`src/hdl/cffp_pkg.sv`:
```
package cffp_pkg;

    // Tag codes carried on field_kind.
    localparam logic [2:0] KIND_TOTAL  = 3'd0;
    localparam logic [2:0] KIND_TYPE   = 3'd1;
    localparam logic [2:0] KIND_ID     = 3'd2;
    localparam logic [2:0] KIND_COUNT  = 3'd3;
    localparam logic [2:0] KIND_LENGTH = 3'd4;
    localparam logic [2:0] KIND_PSEUDO = 3'd5;
    localparam logic [2:0] KIND_TUBE   = 3'd6;
    localparam logic [2:0] KIND_TEXT   = 3'd7;

    // A layout entry of this value means the frame has no further segment.
    localparam logic [2:0] SEG_END = 3'd0;

    // Message type codes carried on msg_type.
    localparam logic [2:0] MSG_NONE = 3'd0;
    localparam logic [2:0] MSG_HELO = 3'd1;
    localparam logic [2:0] MSG_OKOK = 3'd2;
    localparam logic [2:0] MSG_BYEE = 3'd3;
    localparam logic [2:0] MSG_LIST = 3'd4;
    localparam logic [2:0] MSG_SHUT = 3'd5;
    localparam logic [2:0] MSG_BCST = 3'd6;
    localparam logic [2:0] MSG_PRVT = 3'd7;

    localparam logic [31:0] WORD_HELO = "HELO";
    localparam logic [31:0] WORD_OKOK = "OKOK";
    localparam logic [31:0] WORD_BYEE = "BYEE";
    localparam logic [31:0] WORD_LIST = "LIST";
    localparam logic [31:0] WORD_SHUT = "SHUT";
    localparam logic [31:0] WORD_BCST = "BCST";
    localparam logic [31:0] WORD_PRVT = "PRVT";

    localparam logic [7:0] ASCII_ZERO = 8'h30;
    localparam logic [7:0] ASCII_NINE = 8'h39;

    // Fixed-size fields and length prefixes are four bytes long.
    localparam int unsigned FIXED_BYTES = 4;
    localparam int unsigned CNT_W       = 14;

    // Segment layout per direction and message type: up to three segments.
    localparam logic [2:0] LAYOUT [2][8][3] = '{
        '{
            '{SEG_END,     SEG_END,     SEG_END},
            '{KIND_PSEUDO, KIND_TUBE,   SEG_END},
            '{SEG_END,     SEG_END,     SEG_END},
            '{KIND_ID,     SEG_END,     SEG_END},
            '{KIND_ID,     SEG_END,     SEG_END},
            '{KIND_ID,     SEG_END,     SEG_END},
            '{KIND_ID,     KIND_TEXT,   SEG_END},
            '{KIND_ID,     KIND_PSEUDO, KIND_TEXT}
        },
        '{
            '{SEG_END,     SEG_END,     SEG_END},
            '{SEG_END,     SEG_END,     SEG_END},
            '{KIND_ID,     SEG_END,     SEG_END},
            '{KIND_ID,     SEG_END,     SEG_END},
            '{KIND_COUNT,  KIND_PSEUDO, SEG_END},
            '{KIND_PSEUDO, SEG_END,     SEG_END},
            '{KIND_PSEUDO, KIND_TEXT,   SEG_END},
            '{KIND_PSEUDO, KIND_TEXT,   SEG_END}
        }
    };

    function automatic logic [2:0] layout_seg(input logic       dir,
                                              input logic [2:0] code,
                                              input logic [1:0] idx);
        logic [2:0] seg;
        seg = SEG_END;
        if (idx != 2'd3)
        begin
            seg = LAYOUT[dir][code][idx];
        end
        return seg;
    endfunction

    function automatic logic [2:0] decode_type(input logic [31:0] w);
        logic [2:0] code;
        code = MSG_NONE;
        if (w == WORD_HELO)
        begin
            code = MSG_HELO;
        end
        else if (w == WORD_OKOK)
        begin
            code = MSG_OKOK;
        end
        else if (w == WORD_BYEE)
        begin
            code = MSG_BYEE;
        end
        else if (w == WORD_LIST)
        begin
            code = MSG_LIST;
        end
        else if (w == WORD_SHUT)
        begin
            code = MSG_SHUT;
        end
        else if (w == WORD_BCST)
        begin
            code = MSG_BCST;
        end
        else if (w == WORD_PRVT)
        begin
            code = MSG_PRVT;
        end
        return code;
    endfunction

    typedef enum logic [2:0] {
        MODE_TOTAL = 3'b001,
        MODE_TYPE  = 3'b010,
        MODE_FIELD = 3'b100
    } mode_t;

endpackage

```
`src/hdl/chat_frame_field_parser_top.sv`:
```
// Chat frame field parser.
// Input channel: in_valid/in_stall carry one raw stream byte (in_byte) per
// transfer. Output channel: out_valid/out_stall carry one tagged byte per
// input byte: the byte itself, its field kind, the message type, and flags
// for end of field, end of frame and a type unknown or without a layout for the direction.
// The direction register (cfg_we/cfg_wdata) selects client-to-server (0) or
// server-to-client (1) layouts; it is sampled on the last byte of the type.
// A byte taken in is held in the input register, parsed into the result
// register and transferred out from there. Throughput is one byte per
// cycle while the output is not stalled, set by the single parse step
// between the input register and the result register.
// When the receiver stalls, the result register holds its contents and the
// input register still takes one more byte; in_stall rises only when both
// registers are full and the output is stalled.
// Reset empties both registers, clears the parser state (next byte is the
// first byte of a total length) and sets direction to client-to-server.
module chat_frame_field_parser_top (
    input  logic       clk,
    input  logic       rst_n,
    input  logic       cfg_we,
    input  logic       cfg_wdata,
    input  logic       in_valid,
    output logic       in_stall,
    input  logic [7:0] in_byte,
    output logic       out_valid,
    input  logic       out_stall,
    output logic [7:0] data_byte,
    output logic [2:0] field_kind,
    output logic [2:0] msg_type,
    output logic       field_last,
    output logic       frame_done,
    output logic       type_error
);

    localparam int unsigned CW = cffp_pkg::CNT_W;

    logic                direction_reg;
    logic                in_valid_reg;
    logic [7:0]          in_byte_reg;
    logic                out_valid_reg;
    logic                out_free;
    logic                step;

    cffp_pkg::mode_t     mode_reg, mode_next;
    logic                dir_reg, dir_next;
    logic [1:0]          seg_reg, seg_next;
    logic                body_reg, body_next;
    logic [CW-1:0]       count_reg, count_next;
    logic [CW-1:0]       accum_reg, accum_next;
    logic                stopped_reg, stopped_next;
    logic [23:0]         shift_reg, shift_next;
    logic [2:0]          code_reg, code_next;

    logic [7:0]          data_reg;
    logic [2:0]          kind_reg, kind_next;
    logic [2:0]          mt_reg, mt_next;
    logic                last_reg, last_next;
    logic                done_reg, done_next;
    logic                err_reg, err_next;

    logic [CW-1:0]       cnt1;
    logic                cnt_full;
    logic [2:0]          seg;
    logic [2:0]          new_code;
    logic                is_digit;
    logic [CW-1:0]       accum_dig;
    logic                do_open;
    logic                open_dir;
    logic [1:0]          open_idx;
    logic [2:0]          open_code;
    logic                open_end;
    logic                do_end;

    assign out_free = !out_valid_reg || !out_stall;
    assign step     = in_valid_reg && out_free;
    assign in_stall = in_valid_reg && !out_free;

    assign cnt1     = count_reg + CW'(1);
    assign cnt_full = cnt1 >= CW'(cffp_pkg::FIXED_BYTES);
    assign seg      = (seg_reg != 2'd0)
                      ? cffp_pkg::layout_seg(dir_reg, code_reg, seg_reg - 2'd1)
                      : cffp_pkg::SEG_END;
    assign new_code = cffp_pkg::decode_type({shift_reg, in_byte_reg});
    assign is_digit = (in_byte_reg >= cffp_pkg::ASCII_ZERO)
                      && (in_byte_reg <= cffp_pkg::ASCII_NINE);
    // accum * 10 + digit, built from two shifts.
    assign accum_dig = {accum_reg[CW-4:0], 3'b000} + {accum_reg[CW-2:0], 1'b0}
                       + {{(CW-4){1'b0}}, in_byte_reg[3:0]};

    always_comb
    begin
        mode_next    = mode_reg;
        dir_next     = dir_reg;
        seg_next     = seg_reg;
        body_next    = body_reg;
        count_next   = count_reg;
        accum_next   = accum_reg;
        stopped_next = stopped_reg;
        shift_next   = shift_reg;
        code_next    = code_reg;
        kind_next    = cffp_pkg::KIND_TOTAL;
        mt_next      = code_reg;
        last_next    = 1'b0;
        done_next    = 1'b0;
        err_next     = 1'b0;
        do_open      = 1'b0;
        do_end       = 1'b0;
        open_dir     = dir_reg;
        open_idx     = seg_reg;
        open_code    = code_reg;

        unique case (mode_reg)
            cffp_pkg::MODE_TOTAL:
            begin
                kind_next = cffp_pkg::KIND_TOTAL;
                if (cnt_full)
                begin
                    last_next  = 1'b1;
                    mode_next  = cffp_pkg::MODE_TYPE;
                    count_next = '0;
                end
                else
                begin
                    count_next = cnt1;
                end
            end
            cffp_pkg::MODE_TYPE:
            begin
                kind_next  = cffp_pkg::KIND_TYPE;
                shift_next = {shift_reg[15:0], in_byte_reg};
                count_next = cnt1;
                if (cnt_full)
                begin
                    last_next = 1'b1;
                    if (new_code != cffp_pkg::MSG_NONE
                        && cffp_pkg::layout_seg(direction_reg, new_code, 2'd0)
                           != cffp_pkg::SEG_END)
                    begin
                        code_next = new_code;
                        mt_next   = new_code;
                        do_open   = 1'b1;
                        open_dir  = direction_reg;
                        open_idx  = 2'd0;
                        open_code = new_code;
                    end
                    else
                    begin
                        err_next  = 1'b1;
                        done_next = 1'b1;
                        mt_next   = cffp_pkg::MSG_NONE;
                        do_end    = 1'b1;
                    end
                end
            end
            cffp_pkg::MODE_FIELD:
            begin
                if (seg == cffp_pkg::SEG_END)
                begin
                    kind_next = cffp_pkg::KIND_TOTAL;
                    last_next = 1'b1;
                    done_next = 1'b1;
                    do_end    = 1'b1;
                end
                else if (seg == cffp_pkg::KIND_ID || seg == cffp_pkg::KIND_COUNT)
                begin
                    kind_next  = seg;
                    count_next = cnt1;
                    if (cnt_full)
                    begin
                        last_next = 1'b1;
                        do_open   = 1'b1;
                    end
                end
                else if (!body_reg)
                begin
                    kind_next  = cffp_pkg::KIND_LENGTH;
                    count_next = cnt1;
                    if (!stopped_reg && is_digit)
                    begin
                        accum_next = accum_dig;
                    end
                    else
                    begin
                        stopped_next = 1'b1;
                    end
                    if (cnt_full)
                    begin
                        last_next = 1'b1;
                        if (accum_next == '0)
                        begin
                            do_open = 1'b1;
                        end
                        else
                        begin
                            body_next  = 1'b1;
                            count_next = '0;
                        end
                    end
                end
                else
                begin
                    kind_next  = seg;
                    count_next = cnt1;
                    if (cnt1 >= accum_reg)
                    begin
                        last_next = 1'b1;
                        do_open   = 1'b1;
                    end
                end
            end
            default:
            begin
                kind_next = cffp_pkg::KIND_TOTAL;
                last_next = 1'b1;
                done_next = 1'b1;
                do_end    = 1'b1;
            end
        endcase

        open_end = (open_idx == 2'd3)
                   || (cffp_pkg::layout_seg(open_dir, open_code, open_idx)
                       == cffp_pkg::SEG_END);

        if (do_open && !open_end)
        begin
            mode_next    = cffp_pkg::MODE_FIELD;
            dir_next     = open_dir;
            seg_next     = open_idx + 2'd1;
            body_next    = 1'b0;
            count_next   = '0;
            accum_next   = '0;
            stopped_next = 1'b0;
        end
        if (do_open && open_end)
        begin
            done_next = 1'b1;
        end
        if (do_end || (do_open && open_end))
        begin
            mode_next    = cffp_pkg::MODE_TOTAL;
            count_next   = '0;
            accum_next   = '0;
            stopped_next = 1'b0;
            shift_next   = '0;
            code_next    = cffp_pkg::MSG_NONE;
        end
    end

    always_ff @(posedge clk or negedge rst_n)
    begin
        if (!rst_n)
        begin
            direction_reg <= 1'b0;
            in_valid_reg  <= 1'b0;
            out_valid_reg <= 1'b0;
            mode_reg      <= cffp_pkg::MODE_TOTAL;
            dir_reg       <= 1'b0;
            seg_reg       <= 2'd0;
            body_reg      <= 1'b0;
            count_reg     <= '0;
            accum_reg     <= '0;
            stopped_reg   <= 1'b0;
            shift_reg     <= '0;
            code_reg      <= cffp_pkg::MSG_NONE;
        end
        else
        begin
            if (cfg_we)
            begin
                direction_reg <= cfg_wdata;
            end
            if (!in_stall)
            begin
                in_valid_reg <= in_valid;
            end
            if (out_free)
            begin
                out_valid_reg <= in_valid_reg;
            end
            if (step)
            begin
                mode_reg    <= mode_next;
                dir_reg     <= dir_next;
                seg_reg     <= seg_next;
                body_reg    <= body_next;
                count_reg   <= count_next;
                accum_reg   <= accum_next;
                stopped_reg <= stopped_next;
                shift_reg   <= shift_next;
                code_reg    <= code_next;
            end
        end
    end

    // Payload registers carry no reset.
    always_ff @(posedge clk)
    begin
        if (in_valid && !in_stall)
        begin
            in_byte_reg <= in_byte;
        end
        if (step)
        begin
            data_reg <= in_byte_reg;
            kind_reg <= kind_next;
            mt_reg   <= mt_next;
            last_reg <= last_next;
            done_reg <= done_next;
            err_reg  <= err_next;
        end
    end

    assign out_valid  = out_valid_reg;
    assign data_byte  = data_reg;
    assign field_kind = kind_reg;
    assign msg_type   = mt_reg;
    assign field_last = last_reg;
    assign frame_done = done_reg;
    assign type_error = err_reg;

endmodule

```
`config.mk`:
```
export PLATFORM = sky130hd
export DESIGN_NAME = chat_frame_field_parser_top
export DESIGN_NICKNAME = d
export VERILOG_FILES = /design/src/hdl/cffp_pkg.sv /design/src/hdl/chat_frame_field_parser_top.sv
export SDC_FILE = /design/constraint.sdc
export NUM_CORES = 1
export LEC_CHECK = 0
export BUFFER_PORTS_ARGS = -buffer_cell sky130_fd_sc_hd__buf_4
export CAP_MARGIN = 0
export CORE_MARGIN = 4
export CORE_UTILIZATION = 50
export CTS_CLUSTER_SIZE = 10
export DETAILED_ROUTE_END_ITERATION = 12
export GPL_TIMING_DRIVEN = 0
export PLACE_DENSITY = 0.67
export RECOVER_POWER = 100
export SLEW_MARGIN = 20
export SYNTH_ARGS = -nofsm -noshare
export SYNTH_HDL_FRONTEND = slang
export SYNTH_SLANG_ARGS = --single-unit
```
`constraint.sdc`:
```
create_clock -name clk -period 7.35 [get_ports clk]
set_clock_uncertainty 0.1 [all_clocks]
set_input_delay 0 -clock clk [delete_from_list [all_inputs] [get_ports clk]]
set_output_delay 0 -clock clk [all_outputs]
set_load 0.01 [all_outputs]
```
* Word level (Yosys, flattened, before mapping)
Cells that the tools add are included.
Storage, ports and cells: memories 0, bits in read-only memories 0, RAM bits 0, input bits 14, register bits 91, bits in latches 0, word-level logic and storage cells 215
Operators by class: divide/modulo/power cells 0, multiply operators 0, equal/unequal tests 22, shift-type cells 0, reductions and logical operators 38, magnitude comparators 12, bitwise gates (word level) 8, $add $sub $neg 5, muxes and demuxes 111
Operators by type and width (number):
- $mux W72 | 6
- $mux W14 | 19
- $eq A32 B31 Y1 const B | 7
- $mux W63 | 3
- $mux W3 | 30
- $bmux W9 S3 | 3
- $mux W9 | 6
- $mux W24 | 2
- $pmux W14 S3 | 1
- $mux W1 | 32
- $reduce_bool A3 Y1 | 5
- $add A14 B1 Y14 const B | 1
- $add A14 B14 Y14 | 1
- $add A14 B4 Y14 | 1
- $ge A14 B14 Y1 | 1
- $ge A14 B3 Y1 const B | 1
- $logic_not A14 Y1 | 1
- $bmux W3 S2 | 2
- $ge A4 B4 Y1 const B | 3
- $ne A3 B1 Y1 const B | 4
- $not A3 Y4 | 3
- $eq A3 B2 Y1 const B | 3
- $ge A8 B6 Y1 const B | 1
- $le A8 B6 Y1 const B | 1
- other kinds (28) | 59

* Depth between registers and ports, before layout
Gate-level depths: netlist of the first run.
depth in word-level cells 36, depth in mapped cells 16

* Worst setup path after synthesis of the first run
Ideal clock, no wire load.
path type reg-to-reg, start register count_reg[0], end register shift_reg[10], path buffers 2, cell stages (with the launch flop) 17, library setup time 0.119 ns, slack 3.592 ns, data required time 7.131 ns, arrival time 3.538 ns, cell sequence dfrtp_1 > ha_1 > buf_2 > nand4_1 > nor3_1 > xor2_1 > ha_1 > nand4_1 > a21oi_1 > o41ai_1 > a311oi_1 > o21ai_2 > nor3b_1 > a21oi_4 > a211oi_4 > buf_6 > a21oi_2
On the way: longest elaborated chain between the ends 21, elaborated cells on any way between the ends 41, those cells by class add/sub: 1; order compare: 2; eq/ne: 2; mux: 27; bitwise: 3; reduce/logical: 6
Ends and longest elaborated chain:
- from (decl) | RTL line chat_frame_field_parser_top.sv:48 | logic [CW-1:0] count_reg, count_next;
- from (signal assigned) | RTL line chat_frame_field_parser_top.sv:286 | count_reg <= count_next;
- $add A14 B1 Y14 * | RTL line chat_frame_field_parser_top.sv:78 | assign cnt1 = count_reg + CW'(1);
- $ge A14 B3 Y1 | RTL line chat_frame_field_parser_top.sv:79 | assign cnt_full = cnt1 >= CW'(cffp_pkg::FIXED_BYTES);
- $mux W1 | RTL line chat_frame_field_parser_top.sv:132 | if (cnt_full)
- $mux W1 | RTL line chat_frame_field_parser_top.sv:112 | unique case (mode_reg)
- $not A1 Y2 (not written as such) | RTL line cffp_pkg.sv:72 | seg = LAYOUT[dir][code][idx];
- $mux W63 (not written as such) | RTL line cffp_pkg.sv:72
- $mux W72 (not written as such) (2 in a row) | RTL line cffp_pkg.sv:72
- $bmux W9 S3 | RTL line cffp_pkg.sv:72
- [3 not listed]
- $mux W3 (not written as such) (2 in a row) | RTL line cffp_pkg.sv:72
- $mux W3 | RTL line cffp_pkg.sv:70 | if (idx != 2'd3)
- $logic_not A3 Y1 | RTL line chat_frame_field_parser_top.sv:221 | || (cffp_pkg::layout_seg(open_dir, open_code, open_idx)
- $logic_or A1 B1 Y1 | RTL line chat_frame_field_parser_top.sv:221
- $logic_and A1 B1 Y1 | RTL line chat_frame_field_parser_top.sv:238 | if (do_end || (do_open && open_end))
- $logic_or A1 B1 Y1 * | RTL line chat_frame_field_parser_top.sv:238
- $reduce_bool A2 Y1 (no source line)
- $reduce_and A2 Y1 (no source line)
- to (signal assigned) | RTL line chat_frame_field_parser_top.sv:289 | shift_reg <= shift_next;
- to (decl) | RTL line chat_frame_field_parser_top.sv:51 | logic [23:0] shift_reg, shift_next;
Every way passes the cells marked *; elsewhere a longest branch is shown, timed or not. The select of a mux whose other input is x is not followed. A chain may end at the register's enable or synchronous reset.

* Worst setup path in the final report of the first run
start register count_reg[0], end register shift_reg[11]
The elaborated chain is that of the path after synthesis.

==> impl_results.md, run 1 <==
- Drc violations: 0
- Busiest layer in global routing: met2
- Post-detail-place hpwl: 11.6 mm
- DRT Pass-1 Iters: 5
- # hold bufs at CTS: 14
- Worst-path clk slew: ~0.070 ns
- LEAKAGE: between 2 and 3 nW
- CTS tree: built
- Layout cell share with drive strength beyond 1: between 9 and 10%
- Part of the cycle the worst path needs: approximately three quarters
- Startpoint type of the worst setup path: flip-flop
- Antenna viol nets, final: 0
- Global-route met1 utilization: roughly 30%
- Via count: approximately 5400
- Number of global-route vias before repair: between 5000 and 6000
- RSZ-0062 raised after global routing: false
- Post-CTS setup repair buffer count: 0
- CP Class: reg2reg
- Fmax: 0.179 GHz
- Die Height: approximately 120 um
- Clk Latency, worst-skew pair: ~0.36 ns
- # IOs: 33
- Worst-Margin Slew: 3.72 ns
- Mapped Cells: 658
- Antenna violations before repair: 0
- Worst EP required: roughly 7.5 ns
- Final slew viol count: 94
- Sequential cell area: around 2400 um^2
- Post-route setup TNS: 0 ns
- Fillers: approximately 1100
- Top_reg_cell synth: dfrtp_1
- DP Cell Count: between 800 and 900
- PD cells: between 200 and 250 nW/um^2
- Count leader, synth: nand2_1
- DRT Wirelength: around 16 mm
- Min Tclk post-route: 5.60 ns
- CP Capture Type: flip-flop
- Max reg flops: 24
- Largest family of logic cells by synthesized area: simple AND/OR/NAND/NOR gates
- Initial Utilization: approximately half
- Failing checks: capacitance limit, slew limit
- Core area: 12200 um^2
- Post-Synth XOR/XNOR Area: under 10%
- DR WL/cell: approximately 18 um
- Arrival time of the worst setup path: 5.74 ns
- Die Area: about 14000 um^2
- YS warnings: 0
- Simple-gate share of the synthesized area: 23.1%
- Post_cts resized: 0
- Compound-Gate Fraction of Synth Area: roughly 22%
- Max-cap viol count: 2
- CTS Buf Count: 9
- Iter 0 DRT Violations: roughly 360
- Root buffer cell: clkbuf_16
- Grt met3 use: under 10%
- Total grt overflow: 0
- Post-route insts no fill: 888
- Gr usage total: 22.8%
- Final Hold Fails: 0
- Async S/R FF share, synth: slightly above 70%
- Syn nets: roughly 700
- Area contributors post-synth: dfrtp_1 26%, edfxtp_1 12%, ha_1 8.0%
- Worst Hold Class: in2reg
- VDD IR max: about 180 uV
- Multi-input logic area: 3510 um^2
- Clock Tree Buf Depth: 2
- Outcome: complete, but fails checks
- Multiplexer share of the synthesized area: under 10%
- EDFF count, synth: 25
- Vias per cell: between 6 and 7
- Post-Synth Adder-Cell Area: approximately 8.6%
- Synth area leader: dfrtp_1
- H-Tree Depth: 3
- First-pass GRT wire length: 26.5 mm
- Clock sink total: 91
- Gp weighted congestion: between 0.9 and 1
- Die W: ~120 um
- Fin nets: a little under 800
- Grt met2 use: a little under two fifths
- Synth unique cells: 94
- #FFs+latches synth: a little over 90
- # setup viols final: 0
- Mapped cell area: ~6300 um^2
- Diodes inserted: 0
- Critical path fanouts, max: 10
- Rows: 40
- Yosys top cell area share: about a quarter
- Syn-to-layout area delta: 10.6%
- Sequential share of the synthesized area: between 30% and 40%
- Synth top cells by count: 92 x nand2_1, 65 x dfrtp_1, 40 x ha_1
- Worst slew margin: -148%
- Mean Syn Cell Area: between 9 and 10 um^2
- Largest net degree at the start of global routing: 67
- Buffers on Ports: 32
-- critical path, stage by stage (launching register included) --
cell and delay, ns:
dfrtp_1 0.53, ha_1 0.20, clkbuf_1 0.29, nand4_1 0.30, nor3_1 0.29, xor2_1 0.17, ha_1 0.32, nand4_1 0.12
a21oi_1 0.13, o41ai_1 0.09, a311oi_1 0.49, o21ai_0 0.30, nor3b_1 0.32, a21oi_1 0.29, a211oi_1 1.20, buf_6 0.26
a21oi_1 0.05
-- area by class of cell --
type | instances | share of cell area [%]
sequential | 91 | 34.6
buffer | 22 | 1.60
clock buffer | 11 | 3.49
timing repair buffer | 46 | 4.39
tap | 168 | 3.03
clock inverter | 5 | 0.522
multi-input combinational | 511 | 50.5
inverter | 34 | 1.84
-- metrics by stage --
stage	hold WS (ns)	setup slack [ns]	util, %	power, mW	cell area, um^2
after floorplan	-0.396	3.59	-	1.00	6280
after global placement	0.0682	2.86	55.4	1.14	6730
after detailed placement	0.0770	2.69	55.4	1.16	6730
after CTS	0.246	2.64	58.8	1.61	7150
after global routing	0.280	1.33	57.1	1.65	6950
final	0.275	1.75	57.1	1.56	6950
-- cells by family after synthesis --
logic type / after synthesis
AO/OA/AOI/OAI: 180
XOR/XNOR: 24
adder cells (fa/ha/maj): 42
buffers and inverters: 56
flip-flops: 91
multiplexers: 7
AND/OR/NAND/NOR: 258
-- path summary, 6_finish.rpt --
check / end / from / slack [ns] / depth (start not counted)
setup / recovery: shift_reg[11]$_DFFE_PN0P_ / count_reg[0]$_DFFE_PN0P_ / 1.75 / 16
hold / removal: in_byte_reg[6]$_DFFE_PP_ / in_byte[6] / 0.27 / 2
setup reg to reg: shift_reg[11]$_DFFE_PN0P_ / count_reg[0]$_DFFE_PN0P_ / 1.75 / 16
hold reg to reg: shift_reg[21]$_DFFE_PN0P_ / shift_reg[21]$_DFFE_PN0P_ / 0.42 / 2
max in group asynchronous: code_reg[2]$_DFFE_PN0P_ / rst_n / 3.68 / 2
min in group asynchronous: count_reg[0]$_DFFE_PN0P_ / rst_n / 1.36 / 2
-- metal layers --
layer	up-vias	wire [um]
met5	-	0
met2	135	7640
li1	2572	-
met1	2624	7180
met3	25	787
met4	0	242
-- placed cells by master (no fill, tap or decap), types with 14 or more instances in the layout --
cell type | Yosys | routed
a21oi_1 | 34 | 53
clkbuf_1 | 12 | 35
dfrtp_1 | 65 | 65
dlygate4sd3_1 | 0 | 14
edfxtp_1 | 25 | 25
ha_1 | 40 | 40
inv_1 | 33 | 33
nand2_1 | 92 | 93
nand3_1 | 14 | 14
nand4_1 | 17 | 17
nor2_1 | 31 | 31
nor3_1 | 21 | 22
o21ai_0 | 38 | 39
-- power breakdown --
| part | leakage, nW | internal (mW) | total (mW) | switching (mW) |
|---|---|---|---|---|
| logic | 1.60 | 0.171 | 0.474 | 0.303 |
| clock network | 0.140 | 0.241 | 0.448 | 0.207 |
| registers | 1.13 | 0.580 | 0.637 | 0.0568 |
| total | 2.87 | 0.992 | 1.56 | 0.567 |
Power figures use the tool's default switching activity.
==> run 2, diff against run 1 <==
PLACE_DENSITY = 0.7   (was 0.67)
clock period = 4.9 ns   (was 7.35 ns; I/O delays follow)
==> impl_results.md, run 2 (synthesized netlist as in run 1, its figures left out) <==
- Worst Path Buf+Inv: 3 (was 2)
- Buffers on Ports: 32 (unchanged)
- Global-route met1 utilization: 29.8% (was 30.4%)
- Worst path max stage delay: 0.54 ns (was 1.20 ns)
- Failing checks: capacitance limit, slew limit (unchanged)
- # setup viols final: 0 (unchanged)
- CP Capture Type: flip-flop (unchanged)
- Worst-path clk slew: 0.07 ns (about the same)
- DR WL/cell: 17.9 um (about the same)
- Clock Tree Buf Depth: 2 (unchanged)
- RSZ-0062 raised after global routing: false (unchanged)
- Diodes inserted: 0 (unchanged)
- Critical path fanouts, max: 10 (unchanged)
- Max-cap viol count: 2 (unchanged)
- Vias per cell: 6.11 (was 6.03)
- Worst-Margin Slew: 3.74 ns (was 3.72 ns)
- Post_cts resized: 0 (unchanged)
- Min Tclk post-route: 4.56 ns (was 5.60 ns)
- Gp weighted congestion: 0.920 (was 0.956)
- Clk Latency, worst-skew pair: 0.36 ns (about the same)
- Antenna viol nets, final: 0 (unchanged)
- CTS Buf Count: 9 (unchanged)
- DRT Wirelength: 16.0 mm (was 15.9 mm)
- Layout cell share with drive strength beyond 1: 10.5% (was 9.17%)
- Die Height: 120 um (unchanged)
- Worst EP required: 5.05 ns (was 7.49 ns)
- Crit path max-delay family: compound AO/OA/AOI/OAI gates (unchanged)
- PD cells: 343 nW/um^2 (was 224 nW/um^2)
- Iter 0 DRT Violations: 442 (was 362)
- Core area: 12200 um^2 (unchanged)
- Max reg flops: 24 (unchanged)
- Syn-to-layout area delta: 11.9% (was 10.6%)
- Grt met2 use: 37.8% (was 37.2%)
- Commonest non-fill, non-tap cells in the layout: 93 x nand2_1, 65 x dfrtp_1, 52 x a21oi_1 (was 93 x nand2_1, 65 x dfrtp_1, 53 x a21oi_1)
- Die Area: 14400 um^2 (unchanged)
- CP Class: reg2reg (unchanged)
- Number of global-route vias before repair: 5237 (was 5304)
- Gr usage total: 22.7% (was 22.8%)
- Antenna violations before repair: 0 (unchanged)
- Final Hold Fails: 0 (unchanged)
- Rows: 40 (unchanged)
- Worst slew margin: -149% (was -148%)
- H-Tree Depth: 3 (unchanged)
- Final Cell Area: 7030 um^2 (was 6950 um^2)
- Outcome: complete, but fails checks (unchanged)
- CTS tree: built (unchanged)
- Largest net degree at the start of global routing: 67 (unchanged)
- Part of the cycle the worst path needs: 93.0% (was 76.2%)
- Final slew viol count: 94 (unchanged)
- Startpoint type of the worst setup path: flip-flop (unchanged)
- Fmax: 0.219 GHz (was 0.179 GHz)
- VDD IR max: 289 uV (was 182 uV)
- Via count: 5440 (was 5356)
- Post-route setup TNS: 0 ns (unchanged)
- First-pass GRT wire length: 26.3 mm (was 26.5 mm)
- Fin nets: 774 (was 771)
- Placed Area: 6730 um^2 (unchanged)
- CP max-delay cell: a311oi_1 (was a211oi_1)
- Root buffer cell: clkbuf_16 (unchanged)
- Commonest non-fill, non-tap cell in the layout: nand2_1 (unchanged)
- Cells along the critical path: ha_1, buf_2, nand4_1, nor3_1, xor2_1, ha_1, nand4_1, a21oi_1, o41ai_1, a311oi_1, o21ai_2, nor3b_1, a21oi_4, a211oi_4, buf_4, buf_6, a21oi_1 (was ha_1, clkbuf_1, nand4_1, nor3_1, xor2_1, ha_1, nand4_1, a21oi_1, o41ai_1, a311oi_1, o21ai_0, nor3b_1, a21oi_1, a211oi_1, buf_6, a21oi_1)
- Die W: 120 um (unchanged)
- DRT Pass-1 Iters: 5 (unchanged)
- Arrival time of the worst setup path: 4.70 ns (was 5.74 ns)
- Clock sink total: 91 (unchanged)
- LEAKAGE: 2.90 nW (was 2.87 nW)
- Busiest layer in global routing: met2 (unchanged)
- # IOs: 33 (unchanged)
- Worst Hold Class: in2reg (unchanged)
- Initial Utilization: 51.7% (unchanged)
- Drc violations: 0 (unchanged)
- Total grt overflow: 0 (unchanged)
- Post-detail-place hpwl: 11.5 mm (was 11.6 mm)
- Grt met3 use: 5.23% (was 5.37%)
## run 2: timing repair
action / CTS / global route
hold endpoints to repair: 76 / 0
buffers inserted: 0 / 3
hold buffers: 14 / 0
setup endpoints to repair: 0 / 20
## run 2: path summary, 6_finish.rpt
check / startpoint / to / slack, ns / cells after the start
worst max-delay path: count_reg[0]$_DFFE_PN0P_ / shift_reg[18]$_DFFE_PN0P_ / 0.34 / 17
worst min-delay path: in_byte[6] / in_byte_reg[6]$_DFFE_PP_ / 0.29 / 2
worst max register to register: count_reg[0]$_DFFE_PN0P_ / shift_reg[18]$_DFFE_PN0P_ / 0.34 / 17
worst min register to register: in_valid_reg$_DFFE_PN0N_ / out_valid$_DFFE_PN0N_ / 0.42 / 1
max in group asynchronous: rst_n / in_valid_reg$_DFFE_PN0N_ / 1.22 / 2
min in group asynchronous: rst_n / count_reg[3]$_DFFE_PN0P_ / 1.38 / 2
## run 2: layout make-up
type	count	area (um^2)
Clock buffer	9	225
Inverter	34	128
Clock inverter	7	78.8
Buffer	22	113
Multi-Input combinational cell	511	3550
Sequential cell	91	2400
Tap cell	168	210
Timing Repair Buffer	49	328
Fill cell	1098	5130
## run 2: per-stage QoR
stage,util (%),setup WS (ns),power [mW],std cells,hold slack [ns]
after floorplan,-,1.14,1.50,658,-0.396
after global placement,55.4,0.483,1.70,858,0.0642
after detailed placement,55.4,0.376,1.72,858,0.0767
after CTS,59.0,0.307,2.44,888,0.243
after global routing,57.8,0.0786,2.55,891,0.284
final,57.8,0.343,2.41,891,0.285
## run 2: worst register-to-register path, cell delays in order (launching register included)
cell and delay, ns:
dfrtp_1 0.52, ha_1 0.19, buf_2 0.18, nand4_1 0.24, nor3_1 0.33, xor2_1 0.18, ha_1 0.33, nand4_1 0.12
a21oi_1 0.15, o41ai_1 0.11, a311oi_1 0.54, o21ai_2 0.17, nor3b_1 0.43, a21oi_4 0.18, a211oi_4 0.28, buf_4 0.20
buf_6 0.15, a21oi_1 0.05
## run 2: report_power, final
part           internal, mW  leakage, nW  switching, mW
clock                 0.363        0.148          0.341
combinational         0.280         1.62          0.473
sequential            0.869         1.13         0.0854
## run 2: layer usage
metal,share of wire (%),up-vias
li1,-,2576
met1,44,2657
met2,49,184
met3,5.4,23
met4,1.7,0
met5,0,-
